**src/rtl/pdl_pkg.sv**
```systemverilog
`timescale 1ns / 1ps
// ---------------------------------------------------------------------------
// pdl_pkg - shared types for the positional insert/delete list
// Request and status codes, the entry word, the per-cell command and the result.
// ---------------------------------------------------------------------------
package pdl_pkg;

  // Fixed field widths
  localparam int unsigned WORD_W   = 32;
  localparam int unsigned KIND_W   = 3;
  localparam int unsigned POS_W    = 5;
  localparam int unsigned STATUS_W = 2;
  localparam int unsigned COUNT_W  = 5;

  typedef logic signed [WORD_W-1:0] word_t;

  // Request kinds
  typedef enum logic [KIND_W-1:0] {
    KIND_INSERT   = 3'd0,
    KIND_DELETE   = 3'd1,
    KIND_RETRIEVE = 3'd2,
    KIND_REPLACE  = 3'd3,
    KIND_CLEAR    = 3'd4
  } kind_t;

  // Result status codes
  typedef enum logic [STATUS_W-1:0] {
    STATUS_OK    = 2'd0,
    STATUS_FULL  = 2'd1,
    STATUS_EMPTY = 2'd2,
    STATUS_RANGE = 2'd3
  } status_t;

  // Broadcast command to every cell of the row
  typedef struct packed {
    logic ins;   // open a gap at pos and write the value there
    logic del;   // close the gap at pos
    logic wr;    // overwrite the entry at pos
  } cell_cmd_t;

  // One result transaction
  typedef struct packed {
    word_t                value;
    status_t              status;
    logic [COUNT_W-1:0]   count;
    logic                 full;
    logic                 empty;
  } result_t;

endpackage

```
**src/rtl/pdl_cell.sv**
```systemverilog
`timescale 1ns / 1ps
// ---------------------------------------------------------------------------
// pdl_cell - one list slot
// Holds one entry, takes its left or right neighbour on a shift, and adds
// its entry to the registered read chain when the read position is its own.
// ---------------------------------------------------------------------------
module pdl_cell #(
  parameter int unsigned CMPW = 9,
  parameter int unsigned IDX  = 0
) (
  input  logic              clk,
  input  pdl_pkg::cell_cmd_t cmd,
  input  logic [CMPW-1:0]   pos,
  input  logic [CMPW-1:0]   held,
  input  pdl_pkg::word_t    value,
  input  pdl_pkg::word_t    left,
  input  pdl_pkg::word_t    right,
  input  pdl_pkg::word_t    bus_in,
  output pdl_pkg::word_t    bus_out,
  output pdl_pkg::word_t    entry
);
  import pdl_pkg::*;

  localparam logic [CMPW-1:0] MY_IDX  = CMPW'(IDX);
  localparam logic [CMPW-1:0] NXT_IDX = CMPW'(IDX + 1);

  logic take_value;
  logic take_left;
  logic take_right;
  logic at_pos;

  // Local decode of the broadcast command
  assign at_pos     = (pos == MY_IDX);
  assign take_value = (cmd.ins || cmd.wr) && at_pos;
  assign take_left  = cmd.ins && (MY_IDX > pos) && (MY_IDX <= held);
  assign take_right = cmd.del && (MY_IDX >= pos) && (NXT_IDX < held);

  // Entry register
  always_ff @(posedge clk) begin
    if (take_value) begin
      entry <= value;
    end else if (take_left) begin
      entry <= left;
    end else if (take_right) begin
      entry <= right;
    end
  end

  // Read chain stage
  always_ff @(posedge clk) begin
    bus_out <= bus_in | (at_pos ? entry : word_t'(0));
  end

endmodule

```
**src/rtl/positional_insert_delete_list.sv**
```systemverilog
`timescale 1ns / 1ps
// ---------------------------------------------------------------------------
// positional_insert_delete_list - ordered list with positional shifts
// Row of CAPACITY cells holding the list, a read chain through the cells
// and a two-deep result queue.
// ---------------------------------------------------------------------------
// Usage:
//   Requests enter on in_valid/in_stall with kind, position and value_in;
//   a request transaction completes when in_valid is high and in_stall low.
//   Every request gives exactly one result on out_valid/out_stall carrying
//   value_out, status, count, is_full and is_empty.
//   Insert, replace, clear, flagged requests and unused kinds act in the
//   cycle of acceptance, which also pushes their result into the queue.
//   An accepted delete or retrieve reads its entry through the registered
//   read chain that runs through every cell, one cell per cycle, and its
//   result is pushed when the read is done; a delete closes the gap in
//   that same cycle. One request is worked on at a time.
//   A two-deep result queue lets the next request be taken while an earlier
//   result waits; in_stall rises while a read is in flight or the queue is
//   full, so a stalled receiver eventually holds off new requests.
//   Reset (rst, synchronous) empties the list count and the result queue;
//   entry contents are left as they are.
// ---------------------------------------------------------------------------
module positional_insert_delete_list #(
  parameter int unsigned CAPACITY = 16
) (
  input  logic                             clk,
  input  logic                             rst,
  input  logic                             in_valid,
  output logic                             in_stall,
  input  logic [pdl_pkg::KIND_W-1:0]       kind,
  input  logic [pdl_pkg::POS_W-1:0]        position,
  input  logic signed [pdl_pkg::WORD_W-1:0] value_in,
  output logic                             out_valid,
  input  logic                             out_stall,
  output logic signed [pdl_pkg::WORD_W-1:0] value_out,
  output logic [pdl_pkg::STATUS_W-1:0]     status,
  output logic [pdl_pkg::COUNT_W-1:0]      count,
  output logic                             is_full,
  output logic                             is_empty
);
  import pdl_pkg::*;

  localparam int unsigned HW   = $clog2(CAPACITY + 1);
  localparam int unsigned CMPW = (HW > POS_W) ? HW : POS_W;
  localparam logic [CMPW-1:0] CAP_C = CMPW'(CAPACITY);
  localparam logic [HW-1:0]   CNT_START = HW'(CAPACITY);

  typedef enum logic {
    S_IDLE,
    S_READ
  } state_t;

  state_t            state;
  logic [HW-1:0]     held;
  logic [HW-1:0]     held_next;
  logic [HW-1:0]     wait_cnt;
  logic [CMPW-1:0]   pos_q;
  logic              del_q;

  // Result queue: head and one spare slot
  result_t           q_head;
  result_t           q_tail;
  logic              q_head_v;
  logic              q_tail_v;

  logic              accept;
  logic              pop;
  logic              push;
  logic              read_done;
  logic              start_read;
  result_t           push_res;
  status_t           chk_status;
  logic [CMPW-1:0]   held_ext;
  logic [CMPW-1:0]   held_next_ext;
  logic [CMPW-1:0]   pos_ext;
  logic [CMPW-1:0]   cell_pos;
  cell_cmd_t         cmd;

  word_t             entry [CAPACITY];
  word_t             bus   [CAPACITY+1];

  assign accept    = in_valid && !in_stall;
  assign pop       = q_head_v && !out_stall;
  assign in_stall  = (state != S_IDLE) || q_tail_v;
  assign read_done = (state == S_READ) && (wait_cnt == '0);
  assign held_ext  = CMPW'(held);
  assign pos_ext   = CMPW'(position);
  assign cell_pos  = (state == S_READ) ? pos_q : pos_ext;

  // Precondition checks on the incoming request
  always_comb begin
    chk_status = STATUS_OK;
    case (kind)
      KIND_INSERT: begin
        if (held_ext >= CAP_C) begin
          chk_status = STATUS_FULL;
        end else if (pos_ext > held_ext) begin
          chk_status = STATUS_RANGE;
        end
      end
      KIND_DELETE, KIND_RETRIEVE, KIND_REPLACE: begin
        if (held == '0) begin
          chk_status = STATUS_EMPTY;
        end else if (pos_ext >= held_ext) begin
          chk_status = STATUS_RANGE;
        end
      end
      default: chk_status = STATUS_OK;
    endcase
  end

  // Command to the cells, count update and result to queue
  always_comb begin
    cmd        = '0;
    held_next  = held;
    push       = 1'b0;
    start_read = 1'b0;
    push_res.value = word_t'(0);
    push_res.status = STATUS_OK;
    if (read_done) begin
      push           = 1'b1;
      push_res.value = bus[CAPACITY];
      if (del_q) begin
        cmd.del   = 1'b1;
        held_next = held - HW'(1);
      end
    end else if (accept) begin
      push_res.status = chk_status;
      push            = 1'b1;
      if (chk_status == STATUS_OK) begin
        case (kind)
          KIND_INSERT: begin
            cmd.ins   = 1'b1;
            held_next = held + HW'(1);
          end
          KIND_REPLACE: cmd.wr = 1'b1;
          KIND_CLEAR:   held_next = '0;
          KIND_DELETE, KIND_RETRIEVE: begin
            push       = 1'b0;
            start_read = 1'b1;
          end
          default: held_next = held;
        endcase
      end
    end
    held_next_ext  = CMPW'(held_next);
    push_res.count = held_next_ext[COUNT_W-1:0];
    push_res.full  = (held_next_ext == CAP_C);
    push_res.empty = (held_next == '0);
  end

  // Row of cells with the read chain from the first cell to the last
  assign bus[0] = word_t'(0);
  for (genvar i = 0; i < CAPACITY; i++) begin : g_cell
    word_t left_w;
    word_t right_w;
    if (i == 0) begin : g_first
      assign left_w = word_t'(0);
    end else begin : g_mid_l
      assign left_w = entry[i-1];
    end
    if (i == CAPACITY - 1) begin : g_last
      assign right_w = word_t'(0);
    end else begin : g_mid_r
      assign right_w = entry[i+1];
    end
    pdl_cell #(
      .CMPW (CMPW),
      .IDX  (i)
    ) u_cell (
      .clk     (clk),
      .cmd     (cmd),
      .pos     (cell_pos),
      .held    (held_ext),
      .value   (value_in),
      .left    (left_w),
      .right   (right_w),
      .bus_in  (bus[i]),
      .bus_out (bus[i+1]),
      .entry   (entry[i])
    );
  end

  // Control state, count and result queue
  always_ff @(posedge clk) begin
    if (rst) begin
      state    <= S_IDLE;
      held     <= '0;
      wait_cnt <= '0;
      q_head_v <= 1'b0;
      q_tail_v <= 1'b0;
    end else begin
      held <= held_next;
      case (state)
        S_IDLE: begin
          if (start_read) begin
            state    <= S_READ;
            wait_cnt <= CNT_START;
          end
        end
        S_READ: begin
          if (read_done) begin
            state <= S_IDLE;
          end else begin
            wait_cnt <= wait_cnt - HW'(1);
          end
        end
        default: state <= S_IDLE;
      endcase

      case ({pop, push})
        2'b11: begin
          if (q_tail_v) begin
            q_head <= q_tail;
            q_tail <= push_res;
          end else begin
            q_head <= push_res;
          end
        end
        2'b10: begin
          q_head   <= q_tail;
          q_head_v <= q_tail_v;
          q_tail_v <= 1'b0;
        end
        2'b01: begin
          if (!q_head_v) begin
            q_head   <= push_res;
            q_head_v <= 1'b1;
          end else begin
            q_tail   <= push_res;
            q_tail_v <= 1'b1;
          end
        end
        default: begin
          q_head_v <= q_head_v;
        end
      endcase
    end
  end

  // Request capture for the read phase
  always_ff @(posedge clk) begin
    if (start_read) begin
      pos_q <= pos_ext;
      del_q <= (kind == KIND_DELETE);
    end
  end

  assign out_valid = q_head_v;
  assign value_out = q_head.value;
  assign status    = q_head.status;
  assign count     = q_head.count;
  assign is_full   = q_head.full;
  assign is_empty  = q_head.empty;

endmodule
```
**config.mk**
```make
export PLATFORM = sky130hd
export DESIGN_NAME = positional_insert_delete_list
export DESIGN_NICKNAME = d
export VERILOG_FILES = /design/src/rtl/pdl_pkg.sv /design/src/rtl/pdl_cell.sv /design/src/rtl/positional_insert_delete_list.sv
export SDC_FILE = /design/constraint.sdc
export NUM_CORES = 2
export LEC_CHECK = 0
export BUFFER_PORTS_ARGS = -buffer_cell sky130_fd_sc_hd__clkbuf_2
export CAP_MARGIN = 25
export CELL_PAD_IN_SITES_DETAIL_PLACEMENT = 1
export CELL_PAD_IN_SITES_GLOBAL_PLACEMENT = 2
export CORE_MARGIN = 1.5
export CORE_UTILIZATION = 40
export DETAILED_ROUTE_END_ITERATION = 8
export MAX_ROUTING_LAYER = met4
export PLACE_DENSITY = 0.8
export SLEW_MARGIN = 10
export SYNTH_ARGS = -nofsm -noshare
export SYNTH_HDL_FRONTEND = slang
export SYNTH_SLANG_ARGS = --single-unit
```
**constraint.sdc**
```tcl
create_clock -name clk -period 6.9 [get_ports clk]
set_clock_uncertainty 0.15 [all_clocks]
set_input_delay 0.69 -clock clk [delete_from_list [all_inputs] [get_ports clk]]
set_output_delay 0.69 -clock clk [all_outputs]
set_load 0.05 [all_outputs]
```
## After elaboration in Yosys (flattened, before gate mapping)

Index checks and enable logic that the tools add are counted.

- Output and inout bits: 43
- Input port bits: 44
- Word-level logic and storage cells: 392
- Register bits: 1125

- Multiplexer cells: 110
- Add/subtract/negate cells: 3
- Reduce and logical (&&, ||, !) cells: 118
- Order comparisons: 67
- Bitwise gates (word level): 17
- Equal/unequal tests: 28

Operators with widths:

| kind | number |
|---|---|
| 32-bit two-way mux | 64 |
| 32-bit bitwise OR | 15 |
| 41-bit two-way mux | 4 |
| 41-bit case mux with 3 select lines | 1 |
| 1-bit logical AND | 83 |
| 41-bit case mux with 2 select lines | 1 |
| 3-bit nonzero test | 17 |
| 5-bit by 4-bit equality test with 1-bit output, second input constant | 8 |
| 4-bit by 5-bit >= comparator with 1-bit output, first input constant | 8 |
| 4-bit by 5-bit > comparator with 1-bit output, first input constant | 8 |
| 4-bit by 5-bit less-or-equal comparator with 1-bit output, first input constant | 8 |
| 4-bit by 5-bit < comparator with 1-bit output, first input constant | 8 |
| 5-bit two-way mux | 7 |
| 1-bit two-way mux | 21 |
| 5-bit by 3-bit equality test with 1-bit output, second input constant | 4 |
| 3-bit by 5-bit >= comparator with 1-bit output, first input constant | 4 |
| 3-bit by 5-bit > comparator with 1-bit output, first input constant | 4 |
| 3-bit by 5-bit less-or-equal comparator with 1-bit output, first input constant | 4 |
| 5-bit zero test | 4 |
| 3-bit by 5-bit < comparator with 1-bit output, first input constant | 4 |
| 5-bit case mux with 2 select lines | 2 |
| 2-bit two-way mux | 6 |
| 5-bit by 2-bit equality test with 1-bit output, second input constant | 2 |
| 1-bit by 5-bit >= comparator with 1-bit output, first input constant | 2 |
| 34 further kinds | 54 |

## Longest topological paths before layout

- Depth in word-level cells: 12
- Mapped depth: 16
- Mapped depth without buffers: 13

## Hierarchy

From an unflattened synthesis, not the netlist that was laid out.

- Cells, all modules: 4661
- Area total of the unflattened synthesis: 53377.4 um2

Modules (own cells, without submodules):

| module | seq. area each (um2) | area each (um2) | instances | cells each |
|---|---|---|---|---|
| positional_insert_delete_list | 2902.8 | 5316.3 | 1 | 448 |
| pdl_cell at g_cell[1].u_cell | 1601.5 | 3425.8 | 1 | 305 |
| pdl_cell at g_cell[5].u_cell | 1601.5 | 3405.8 | 1 | 310 |
| pdl_cell at g_cell[12].u_cell | 1601.5 | 3403.3 | 1 | 276 |
| pdl_cell at g_cell[10].u_cell | 1601.5 | 3383.2 | 1 | 307 |
| pdl_cell at g_cell[7].u_cell | 1601.5 | 3286.9 | 1 | 301 |
| pdl_cell at g_cell[3].u_cell | 1601.5 | 3040.4 | 1 | 263 |
| pdl_cell at g_cell[14].u_cell | 1601.5 | 2985.4 | 1 | 268 |
| pdl_cell at g_cell[2].u_cell | 1601.5 | 2980.4 | 1 | 269 |
| pdl_cell at g_cell[15].u_cell | 1601.5 | 2970.3 | 1 | 264 |
| pdl_cell at g_cell[11].u_cell | 1601.5 | 2965.3 | 1 | 259 |
| pdl_cell at g_cell[9].u_cell | 1601.5 | 2877.8 | 1 | 265 |
| pdl_cell at g_cell[6].u_cell | 1601.5 | 2854.0 | 1 | 262 |
| pdl_cell at g_cell[4].u_cell | 1601.5 | 2806.4 | 1 | 268 |
| +3 rows | - | - | - | - |

## Least setup slack after synthesis

Ideal clock, no wire load.

- Path kind: reg2reg
- From: register held[4]
- To: register q_tail[0] in the netlist's numbering (enable)
- Stages on the path, launching flop included: 16
- Data arrival time: 6.111 ns
- Buffers on the path: 3
- Required time: 6.249 ns
- Setup time: 0.501 ns
- Clock period less this slack: 6.762 ns
- Setup slack: 0.138 ns
- Path through: dfxtp_1 -> clkbuf_1 -> inv_1 -> ha_1 -> nand4_1 -> or2_1 -> clkbuf_1 -> a31oi_1 -> nor2_1 -> or3_1 -> a21o_1 -> ha_1 -> clkbuf_1 -> inv_1 -> o22ai_1 -> a211oi_1

- Word-level cells in the longest chain between the ends: 11
- Elaborated cells on any way between the ends: 19
- Classes of those cells: order compare: 3; eq/ne: 4; mux: 8; reduce/logical: 4

Ends and longest elaborated chain:

| item | line | text |
|---|---|---|
| from (decl) | positional_insert_delete_list.sv:55 | `logic [HW-1:0] held;` |
| from (signal assigned) | positional_insert_delete_list.sv:194 | `held <= held_next;` |
| 5-bit >= comparator or 5-bit > comparator (tied branches) | positional_insert_delete_list.sv:105, positional_insert_delete_list.sv:98 |  |
| 2-bit two-way mux (on tied branches) | positional_insert_delete_list.sv:105, positional_insert_delete_list.sv:98 |  |
| 2-bit two-way mux (on tied branches) | positional_insert_delete_list.sv:103, positional_insert_delete_list.sv:96 |  |
| 2-bit case mux with 2 select lines (*) | positional_insert_delete_list.sv:94 | `case (kind)` |
| 2-bit zero test (*) | positional_insert_delete_list.sv:131 | `if (chk_status == STATUS_OK) begin` |
| 1-bit two-way mux (*) | positional_insert_delete_list.sv:131 |  |
| 1-bit two-way mux (*) | positional_insert_delete_list.sv:128 | `end else if (accept) begin` |
| 1-bit two-way mux (*) | positional_insert_delete_list.sv:121 | `if (read_done) begin` |
| 2-bit equality test or 2-bit by 1-bit equality test with 1-bit output (tied branches) | positional_insert_delete_list.sv:212 | `case ({pop, push})` |
| 2-bit != test (no line) or 2-bit nonzero test (tied branches) | - |  |
| 4-bit AND reduction (no line) (*) | - |  |
| to (signal assigned) | positional_insert_delete_list.sv:216 | `q_tail <= push_res;` |
| to (signal assigned) | positional_insert_delete_list.sv:231 | `q_tail <= push_res;` |
| to (decl) | positional_insert_delete_list.sv:63 | `result_t q_tail;` |

Mark *: on every way between the ends. The rest lies on a longest branch, timed or not.
A chain may end at the register's enable or synchronous reset.

## Worst setup path after layout

- From: register held[4]
- To: register q_tail[28] in the netlist's numbering (enable)

The elaborated chain is that of the path after synthesis.

==> results.cfg <==
[logic_synthesis]
synth_flop_cell = edfxtp_1
synthMuxAreaShare_pct = 11.6
synth_compound_area_share_pct = 16.0
synth_top_area_share_pct = 39.4
synth-simple-area-share_pct = 6.73
syn_area_per_cell_um2 = 12.1
synth_top_family_by_area = compound AO/OA/AOI/OAI gates
yosys-top-cells-area = edfxtp_1, dfxtp_1, mux2i_1, a21o_1, o21ai_0
ys_async_sr_fraction_pct = 0
yosysTopAreaCell = edfxtp_1
syn_area_mm2 = 0.0458
postSynthCellCount = 3789
synth.most_common_cell = edfxtp_1
ys_warn_count = 0
synthXorXnorAreaFrac_pct = 0.0574
syn_nets = 3848
synth_seq_cells = 1125
seq_area_frac_synth_pct = 62.3
synthTopCellsByCount = edfxtp_1, dfxtp_1, mux2i_1, a21o_1, nand2_1
synth_fa_ha_area_share_pct = 0.410
synth-edff-count = 600
yosysUniqueCellTypes = 66

[routing]
postRouteAntennaNets = 0
viasPerCell = 5.47
vias = 29473
drcViolationCount = 0
drt-initial-drc-count = 2324
drt-wirelength-per-cell_um = 22.0
drt_pass1_iterations = 5
wl_mm = 119

[finish]
final_cell_count_no_fill = 5393
syn2layout_area_growth_pct = 12.7
nets = 3848
drive_gt1_share_pct = 11.3
antennaDiodeCount = 0

[worst_setup_path]
start_kind = flop
path_max_fanout = 42
arrival_ns = 5.60
reg2reg_depth = 12
crit_type = flop to flop
required_ns = 7.09
reg2reg_slack_ns = 1.49
endpoint_kind = flop
rr_endpoint = q_tail[28]
r2r_start = held[4]

[floorplan]
core_area_mm2 = 0.113
boundaryPins = 87
die-height_um = 341
initial_utilization_pct = 40.5
die_area_mm2 = 0.117
rows = 123
fp.dieW_um = 341

[place]
hpwl_mm = 82.0
port_buffers = 86
place_inst = 5165
gp_congestion = 0.827

[power]
power_report.internal_total_w = 0.0112
leakage_nw = 22.6
pwr-share-clk_pct = 43.7
power.switching_w = 0.00323
p_comb_share_pct = 5.1
p_seq_share_pct = 51.2
swShare_pct = 22.4
ir_drop_uv = 194
p_per_area_mw_per_mm2 = 279

[grt]
grt_max_degree = 66
grt_pass1_vias = 30562
grt_pass1_wl_mm = 187
grt_antenna_before_repair = 0
track_usage_pct = 20.9
overflow = 0

[clocking]
clock-sinks = 1125
numCtsBuffers = 118
cts_max_path_buffers = 3
postCtsSetupBuffers = 0
htree_levels = 3
clk-insertion-delay-late_ns = 0.70
cts_resized = 0
clockRootBuffer = clkbuf_16
cts_tree = done
cts.hold.buffers_added = 0
path_clk_slew_ns = 0.06

[status]
status = finished clean

[worst_hold_path]
hold_path.startpoint = position[2]
min_to = pos_q[2]
hold_path_depth = 1
hp-class = input pin to flop

[sta]
layout_min_cycle_time_ns = 5.41
relSlewSlack_pct = 30.9
grt_setup_unrepaired = no
finalSetupViolCount = 0
min_period_over_period_pct = 78.5
hold_viol = 0
worst_hold_slack_ns = 0.0861
drv_slew = 0
worstMarginPinSlew_ns = 1.03
final.setup.tns_ns = 0
fmax_ghz = 0.185

[job]
drv_cap = 0
## cell usage in the layout, fill, tap and decap left out, types with 7 or more instances in the layout
cell       count
a21o_1       481
a21oi_1       60
a221oi_1      38
a22o_1        32
and2_1        33
and3_1        33
buf_4         69
clkbuf_1      40
clkbuf_16    125
clkbuf_2      86
clkbuf_8      23
clkinv_1       9
clkinv_2      19
dfxtp_1      524
edfxtp_1     600
ha_1          14
inv_1         17
mux2_2        37
mux2i_1      490
nand2_1      477
nand3_1       15
nor2_1        33
nor2_2        13
nor2b_1        7
nor3_1        13
nor4_2         9
nor4_4         7
o21ai_0      434
o21ai_1       36
## critical path, stage by stage (launching register included)
cell and delay [ns]:
dfxtp_1 0.59, inv_1 0.26, ha_1 0.39, nand4_1 0.15, o221ai_1 0.64, a31oi_1 0.28, nor2_1 0.28, or3_1 0.14
a21o_1 0.15, ha_2 0.78, inv_1 0.29, a211oi_4 0.43, buf_4 0.48
## stage by stage
step	setup WS, ns	utilization, %	instance area [um^2]	total power, W
2_1_floorplan	0.138	-	45800	0.00799
3_3_place_gp	1.63	42.2	47700	0.00822
3_5_place_dp	1.49	42.2	47700	0.00824
4_1_cts	1.48	45.6	51500	0.0145
5_1_grt	0.993	45.7	51600	0.0148
6_report	1.49	45.7	51600	0.0144
## routing by layer
layer | vias to the layer above | wire length (um) | GRT usage [%]
met2 | 615 | 49700 | 29.7
met3 | 151 | 5380 | 2.67
met4 | 0 | 2010 | 4.28
met1 | 14829 | 61700 | 31.7
li1 | 13878 | - | -
met5 | - | 0 | -
## power by group through the flow
stage	combinational [W]	sequential, W	clock (W)
finish	0.000736	0.00737	0.00628
global route	0.000800	0.00739	0.00664
CTS	0.000734	0.00737	0.00641
detailed placement	0.000726	0.00751	0
global placement	0.000715	0.00751	0
floorplan	0.000389	0.00760	0
## logic make-up (layout without fill, tap and decap cells)
| logic type | count (synthesis) | after routing |
|---|---|---|
| AOI/OAI and AO/OA | 1132 | 1132 |
| and+or+nand+nor | 688 | 688 |
| xor gates and xnor gates | 3 | 3 |
| DFF | 1125 | 1125 |
| adders and majority gates | 15 | 15 |
| muxes | 528 | 528 |
| buffers and inverters | 298 | 402 |
## sequential cells by signal (all words and copies together) (netlist names)
name	count
g_cell.u_cell.entry	512
q_tail	41
del_q	1
out_valid	1
is_empty	1
wait_cnt	5
pos_q	5
count	5
is_full	1
status	2
state	1
g_cell.u_cell.bus_out	512
value_out	32
q_tail_v	1
held	5
## cell type report
type	instances	area, um^2
Sequential cell	1125	28500
Timing Repair Buffer	160	1040
Inverter	18	67.6
Clock buffer	188	3590
Tap cell	1500	1880
Fill cell	11703	61400
Clock inverter	36	267
Multi-Input combinational cell	2366	16200
## worst max path at each step
stage                     start    endpoint  cells past startpoint
floorplan               held[4]   q_tail[0]                     15
global placement    position[4]  q_tail[23]                     12
CTS                     held[4]  q_tail[25]                     12
global route            held[4]  q_tail[27]                     12
finish                  held[4]  q_tail[28]                     12
detailed placement      held[4]  q_tail[23]                     12
No activity file was read; power rests on OpenSTA's default activity.
